$ cat config.mk
export PLATFORM = sky130hd
export DESIGN_NAME = oss_ctrl
export DESIGN_NICKNAME = d
export VERILOG_FILES = /design/src/overlapping_seed_suppressor_top_defines.svh /design/src/oss_pkg.sv /design/src/oss_ctrl.sv
export SDC_FILE = /design/constraint.sdc
export NUM_CORES = 1
export LEC_CHECK = 0
export ABC_AREA = 0
export ABC_CLOCK_PERIOD_IN_PS = 2400
export BUFFER_PORTS_ARGS = -buffer_cell sky130_fd_sc_hd__buf_4
export CAP_MARGIN = 20
export CORE_AREA = 2 2 39 41
export CTS_BUF_LIST = sky130_fd_sc_hd__clkbuf_8
export DETAILED_ROUTE_END_ITERATION = 8
export DIE_AREA = 0 0 41 43
export GPL_ROUTABILITY_DRIVEN = 0
export PLACE_DENSITY = 0.66
export SYNTH_ARGS = -nofsm -noshare
export SYNTH_HDL_FRONTEND = slang
export SYNTH_SLANG_ARGS = --single-unit
export TNS_END_PERCENT = 10
$ cat constraint.sdc
create_clock -name clk -period 2.4 [get_ports clk]
set_input_delay 0.24 -clock clk [delete_from_list [all_inputs] [get_ports clk]]
set_output_delay 0.24 -clock clk [all_outputs]
set_load 0.005 [all_outputs]
$ cat src/overlapping_seed_suppressor_top_defines.svh
// Assertion macros for the file that carries concurrent checks.
// Each macro expects clk and rst_n in scope.
`ifndef OVERLAPPING_SEED_SUPPRESSOR_TOP_DEFINES_SVH
`define OVERLAPPING_SEED_SUPPRESSOR_TOP_DEFINES_SVH

`define OSS_ASSERT_SAME(lbl, ante, cons, msg) \
  lbl: assert property (@(posedge clk) disable iff (!rst_n) (ante) |-> (cons)) else $error(msg);

`define OSS_ASSERT_NEXT(lbl, ante, cons, msg) \
  lbl: assert property (@(posedge clk) disable iff (!rst_n) (ante) |=> (cons)) else $error(msg);

`endif

$ cat src/oss_pkg.sv
`default_nettype none
package oss_pkg;

  localparam int unsigned FIELD_W = 32;
  localparam int unsigned SEED_W  = 3 * FIELD_W;
  localparam int unsigned CNT_W   = 31;

  typedef enum logic [3:0] {
    ST_IDLE,
    ST_I_RD,
    ST_I_LD,
    ST_J_RD,
    ST_J_CMP,
    ST_J_OV,
    ST_C_RD,
    ST_C_CHK,
    ST_E_RD,
    ST_E_OUT
  } state_t;

  typedef struct packed {
    logic load;
    logic list_close;
    logic rd_i;
    logic i_latch;
    logic i_inc;
    logic rd_j;
    logic j_latch;
    logic j_inc;
    logic kill_i;
    logic kill_j;
    logic rd_k;
    logic cnt_chk;
    logic cnt_done;
    logic emit;
    logic emit_end;
  } cmd_t;

  typedef struct packed {
    logic merge_on;
    logic i_done;
    logic j_done;
    logic k_done;
    logic rd_dead;
    logic scan_go;
    logic overlap;
    logic kill_j_sel;
  } status_t;

endpackage
`default_nettype wire

$ cat src/oss_ctrl.sv
`default_nettype none
module oss_ctrl (
  input  wire logic            clk,
  input  wire logic            rst_n,
  input  wire logic            start,
  input  wire logic            last_seed,
  input  wire oss_pkg::status_t st,
  output oss_pkg::cmd_t        cmd,
  output logic                 busy
);

  oss_pkg::state_t state_r;
  oss_pkg::state_t state_nxt;

  always_ff @(posedge clk) begin
    if (!rst_n) begin
      state_r <= oss_pkg::ST_IDLE;
    end else begin
      state_r <= state_nxt;
    end
  end

  always_comb begin
    state_nxt = state_r;
    case (state_r)
      oss_pkg::ST_IDLE: begin
        if (start && last_seed) begin
          state_nxt = st.merge_on ? oss_pkg::ST_I_RD : oss_pkg::ST_E_RD;
        end
      end
      oss_pkg::ST_I_RD: begin
        state_nxt = st.i_done ? oss_pkg::ST_C_RD : oss_pkg::ST_I_LD;
      end
      oss_pkg::ST_I_LD: begin
        state_nxt = st.rd_dead ? oss_pkg::ST_I_RD : oss_pkg::ST_J_RD;
      end
      oss_pkg::ST_J_RD: begin
        state_nxt = st.j_done ? oss_pkg::ST_I_RD : oss_pkg::ST_J_CMP;
      end
      oss_pkg::ST_J_CMP: begin
        state_nxt = st.scan_go ? oss_pkg::ST_J_OV : oss_pkg::ST_I_RD;
      end
      oss_pkg::ST_J_OV: begin
        if (st.overlap && !st.kill_j_sel) begin
          state_nxt = oss_pkg::ST_I_RD;
        end else begin
          state_nxt = oss_pkg::ST_J_RD;
        end
      end
      oss_pkg::ST_C_RD: begin
        state_nxt = st.k_done ? oss_pkg::ST_E_RD : oss_pkg::ST_C_CHK;
      end
      oss_pkg::ST_C_CHK: begin
        state_nxt = oss_pkg::ST_C_RD;
      end
      oss_pkg::ST_E_RD: begin
        state_nxt = st.k_done ? oss_pkg::ST_IDLE : oss_pkg::ST_E_OUT;
      end
      oss_pkg::ST_E_OUT: begin
        state_nxt = oss_pkg::ST_E_RD;
      end
      default: begin
        state_nxt = oss_pkg::ST_IDLE;
      end
    endcase
  end

  always_comb begin
    cmd  = '0;
    busy = 1'b1;
    case (state_r)
      oss_pkg::ST_IDLE: begin
        busy           = 1'b0;
        cmd.load       = start;
        cmd.list_close = start && last_seed;
      end
      oss_pkg::ST_I_RD: begin
        cmd.rd_i = !st.i_done;
      end
      oss_pkg::ST_I_LD: begin
        cmd.i_latch = 1'b1;
        cmd.i_inc   = st.rd_dead;
      end
      oss_pkg::ST_J_RD: begin
        cmd.rd_j  = !st.j_done;
        cmd.i_inc = st.j_done;
      end
      oss_pkg::ST_J_CMP: begin
        cmd.j_latch = 1'b1;
        cmd.i_inc   = !st.scan_go;
      end
      oss_pkg::ST_J_OV: begin
        if (st.overlap && !st.kill_j_sel) begin
          cmd.kill_i = 1'b1;
          cmd.i_inc  = 1'b1;
        end else begin
          cmd.kill_j = st.overlap;
          cmd.j_inc  = 1'b1;
        end
      end
      oss_pkg::ST_C_RD: begin
        cmd.rd_k     = !st.k_done;
        cmd.cnt_done = st.k_done;
      end
      oss_pkg::ST_C_CHK: begin
        cmd.cnt_chk = 1'b1;
      end
      oss_pkg::ST_E_RD: begin
        cmd.rd_k     = !st.k_done;
        cmd.emit_end = st.k_done;
      end
      oss_pkg::ST_E_OUT: begin
        cmd.emit = 1'b1;
      end
      default: begin
        cmd = '0;
      end
    endcase
  end

endmodule
`default_nettype wire

[Word-level counts from Yosys, hierarchy flattened]
Cells that the tools add are included.
Operators by class
  eq/ne operators: 10
  multiplexer cells: 26
  reductions and logical operators: 9
Operators with widths (number)
  4-bit one-hot mux with 10 select lines: 1
  4-bit by 3-bit == test with 1-bit output, second input constant: 4
  4-bit 2-to-1 mux: 4
  1-bit 2-to-1 mux: 13
  3-bit 2-to-1 mux: 4
  4-bit by 2-bit == test with 1-bit output, second input constant: 2
  4-bit == test, second input constant: 2
  2-bit 2-to-1 mux: 3
  1-bit logical NOT: 5
  4-bit by 1-bit == test with 1-bit output, second input constant: 1
  4-bit logical NOT: 1
  1-bit one-hot mux with 4 select lines: 1
  1-bit logical AND: 2
  2-bit inequality test, second input constant: 1
  2-bit OR reduction: 1
Word-level totals
  bits in registers: 4
  input port bits: 12
  output and inout port bits: 16
  word-level logic and storage cells: 46

[Depth between registers and ports, before layout]
  depth in word-level cells: 4
  gate-level depth with buffers: 5
  depth with buffers taken out: 3

[Least setup slack after synthesis]
No wires, ideal clock.
  kind: reg2reg
  from: register state_r[2]
  to: register state_r[0]
  setup time: 115 ps
  data arrival time: 1244 ps
  required time: 2285 ps
  slack: 1041 ps
  cell stages (with the launch flop): 4
  path buffers: 0
  clock period less this slack: 1359 ps
  cells stage by stage: dfxtp_1 -> or4_4 -> o211ai_2 -> o21ba_1
Between the ends
  longest elaborated chain between the ends: 2
  elaborated cells on any way between the ends: 12
  classes of those cells: eq/ne (10); mux (1); reduce/logical (1)
Ends and longest elaborated chain
  start, declared: RTL line oss_ctrl.sv:12  | oss_pkg::state_t state_r;
  start signal, assigned: RTL line oss_ctrl.sv:17  | state_r <= oss_pkg::ST_IDLE;
  start signal, assigned: RTL line oss_ctrl.sv:19  | state_r <= state_nxt;
  4-bit == test (tied with other cells): RTL line oss_ctrl.sv:25  | case (state_r)
  4-bit one-hot mux with 10 select lines / 2-bit inequality test (equally long branches)
Parallel ways exist; a longest one is shown, timed or not.
A chain may end at the register's enable or synchronous reset.

==> results.py <==
metrics = {
    "critical_path": {
        "endpoint_kind": "output pin",
        "critPathRequiredTime_ps": 2160,
        "cp_max_fo": 22,
        "reg2reg_from": "state_r[1]$_SDFFE_PN0P_",
        "cp.arrival_ps": 1730,
        "cp-startpoint": "state_r[1]$_SDFFE_PN0P_",
        "slowest_stage": "dfxtp_1",
        "cp-start-kind": "register",
        "cp_cell_sequence": "nor2_1 > and3b_1 > a221o_1 > buf_4",
        "path_class": "reg -> out",
        "max_stage_delay_ps": 720,
    },
    "floorplanning": {
        "start_util_pct": 32.5,
        "die_area_sq_um": 1760,
        "die_h_um": 43,
        "die_width_um": 41,
        "io_pins": 28,
        "row_count": 14,
        "coreArea_sq_um": 1380,
    },
    "hold_path": {
        "hp-class": "in -> reg",
        "hold_start": "rst_n",
    },
    "sta": {
        "setup_viol": 0,
        "fin_crit_ps": 1970,
        "maxClockFrequency_mhz": 507,
        "worst_pin_slew_ps": 639,
        "final.setup.tns_ps": 0,
        "hold_viol_final": 0,
        "maxSlewViolCount": 0,
        "period_share_pct": 82.2,
        "hold-worst-slack_ps": 326,
        "slew_headroom_pct": 57.4,
        "setup_ws_ps": 428,
        "finClkSkew_ps": 1.41,
        "rsz0062_at_grt": "false",
    },
    "clocking": {
        "post_cts_buffers": 0,
        "cts-hold-fix-buffers": 0,
        "cts-root-buf": "clkbuf_8",
        "cts_made_buffers": 3,
        "clk_latency_ps": 210,
        "ctsResizeCount": 0,
        "cts_sinks": 4,
        "cts_buffer_depth": 2,
        "clk_pin_slew_ps": 30,
        "cts_tree": "built",
        "h-tree-depth": 1,
    },
    "yosys": {
        "syn_inst": 66,
        "synth_cell_type_count": 28,
        "synth_area_leaders": "dfxtp_1 18%, nand2b_1 8.3%, nor3_1 6.7%",
        "synth_seq_area_share_pct": 17.8,
        "yosysTopAreaCell": "dfxtp_1",
        "synth.avg_cell_area_sq_um": 6.82,
        "syn-cell-area_sq_um": 450,
        "synth_nets": 78,
        "synth_top_area_share_pct": 17.8,
        "ys_seq_elements": 4,
        "yosysWarnings": 0,
    },
    "route": {
        "drc": 0,
        "vias": 571,
        "drtPass1Iterations": 4,
        "totalWireLength_um": 1350,
        "ant_nets": 0,
        "drt_first_iter_violations": 21,
        "wire_per_inst_um": 12.6,
        "viasPerCell": 5.34,
    },
    "grt": {
        "grt_pass1_wl_um": 2150,
        "grt_pass1_vias": 524,
        "grt_max_degree": 23,
        "antenna_found_initial": 0,
        "gr-total-overflow": 0,
        "grt.total_usage_pct": 17.3,
    },
    "place": {
        "dp_hpwl_um": 982,
        "dp_slack_ps": 695,
        "io_buffers": 27,
    },
    "cells_and_area": {
        "finalNetCount": 105,
        "antenna_cells": 0,
        "largest_reg_flops": 4,
        "drive_above_1_share_pct": 35.2,
        "top_register": "state_r",
        "ff_latch_area_sq_um": 80.1,
        "multi_input_area_sq_um": 345,
        "nFillCells": 135,
        "area_delta_synth_final_pct": 53.9,
        "reg_top3": "state_r (4)",
    },
    "power": {
        "power_density_nw_per_um2": 427,
        "seqPwrFrac_pct": 28.0,
        "peakVddDrop_mv": 0.237,
        "p_total_mw": 0.296,
        "p_clk_share_pct": 46.7,
        "power_frac_comb_pct": 25.3,
        "power.leakage_nw": 0.316,
        "swShare_pct": 25.4,
        "intPower_mw": 0.221,
        "p_switching_mw": 0.0750,
    },
    "flow_run": {
        "cap_violations": 0,
    },
    "status": {
        "outcome": "finished clean",
    },
}
-- critical path: cells and delay by family, from the launching register on --
family | cells | cell delay [ps]
buf+inv | 1 | 130
compound gates | 1 | 250
flops | 1 | 720
simple gates | 2 | 410
-- power by group through the flow --
stage	combinational, mW	clock (mW)	sequential [mW]
4_1_cts	0.0752	0.141	0.0824
3_5_place_dp	0.0748	0	0.0831
5_1_grt	0.0830	0.143	0.0842
6_report	0.0748	0.138	0.0828
3_3_place_gp	0.0749	0	0.0833
2_1_floorplan	0.0463	0	0.0737
-- kinds of logic after synthesis --
| kind of cell | share of synthesized area (%) |
|---|---|
| AO/OA/AOI/OAI | 23.6 |
| buffers and inverters | 5.55 |
| flip-flops | 17.8 |
| AND/OR/NAND/NOR | 53.1 |
-- final timing paths --
kind / slack, ps / endpoint / cells after the start
min: 330 / state_r[1]$_SDFFE_PN0P_ / 3
max reg2reg: 770 / state_r[0]$_SDFFE_PN0P_ / 3
max: 430 / cmd[10] / 4
min reg2reg: 680 / state_r[1]$_SDFFE_PN0P_ / 2
-- cell usage in the layout, fill, tap and decap left out, types with 3 or more instances in the layout --
cell	n
clkbuf_8	3
nor2_1	5
nor2b_1	4
nand2_1	6
buf_4	27
dfxtp_1	4
and3_1	3
nor4_1	3
nor3_1	6
nand2b_1	6
-- Yosys cell counts --
library cell  n
nand2_1       6
nand2b_1      6
nor3_1        6
nor2_1        5
dfxtp_1       4
nor2b_1       4
and3_1        3
clkbuf_1      3
nor4_1        3
a21oi_1       2
a31oi_1       2
and3b_1       2
buf_2         2
nand3_1       2
nand3b_1      2
o21ai_0       2
a211o_1       1
a221o_1       1
a221oi_1      1
and2_1        1
inv_1         1
nor3b_1       1
o211ai_2      1
o21a_1        1
o21ba_1       1
o21bai_1      1
o32ai_1       1
or4_4         1
-- per-layer routing --
layer  vias up  part of all wire [%]  GRT usage [%]
met1       263                    45           21.2
li1        291                     -              -
met3         0                   7.0           3.66
met5         -                     0              0
met4         0                     0           6.67
met2        17                    48           27.8
-- per-stage QoR --
stage	util (%)	std cells	cell area, sq um
floorplan	-	66	450
global placement	47.1	104	652
detailed placement	47.1	104	652
CTS	50.1	107	693
global route	50.1	107	693
finish	50.1	107	693
-- cell type report --
class / instances / area share, %
clock buffers: 3 / 5.96
inverters: 1 / 0.542
multi-input cells: 56 / 49.8
well taps: 16 / 2.89
repair buffers: 27 / 29.2
flip-flops and latches: 4 / 11.6
No activity file was read; power rests on OpenSTA's default activity.
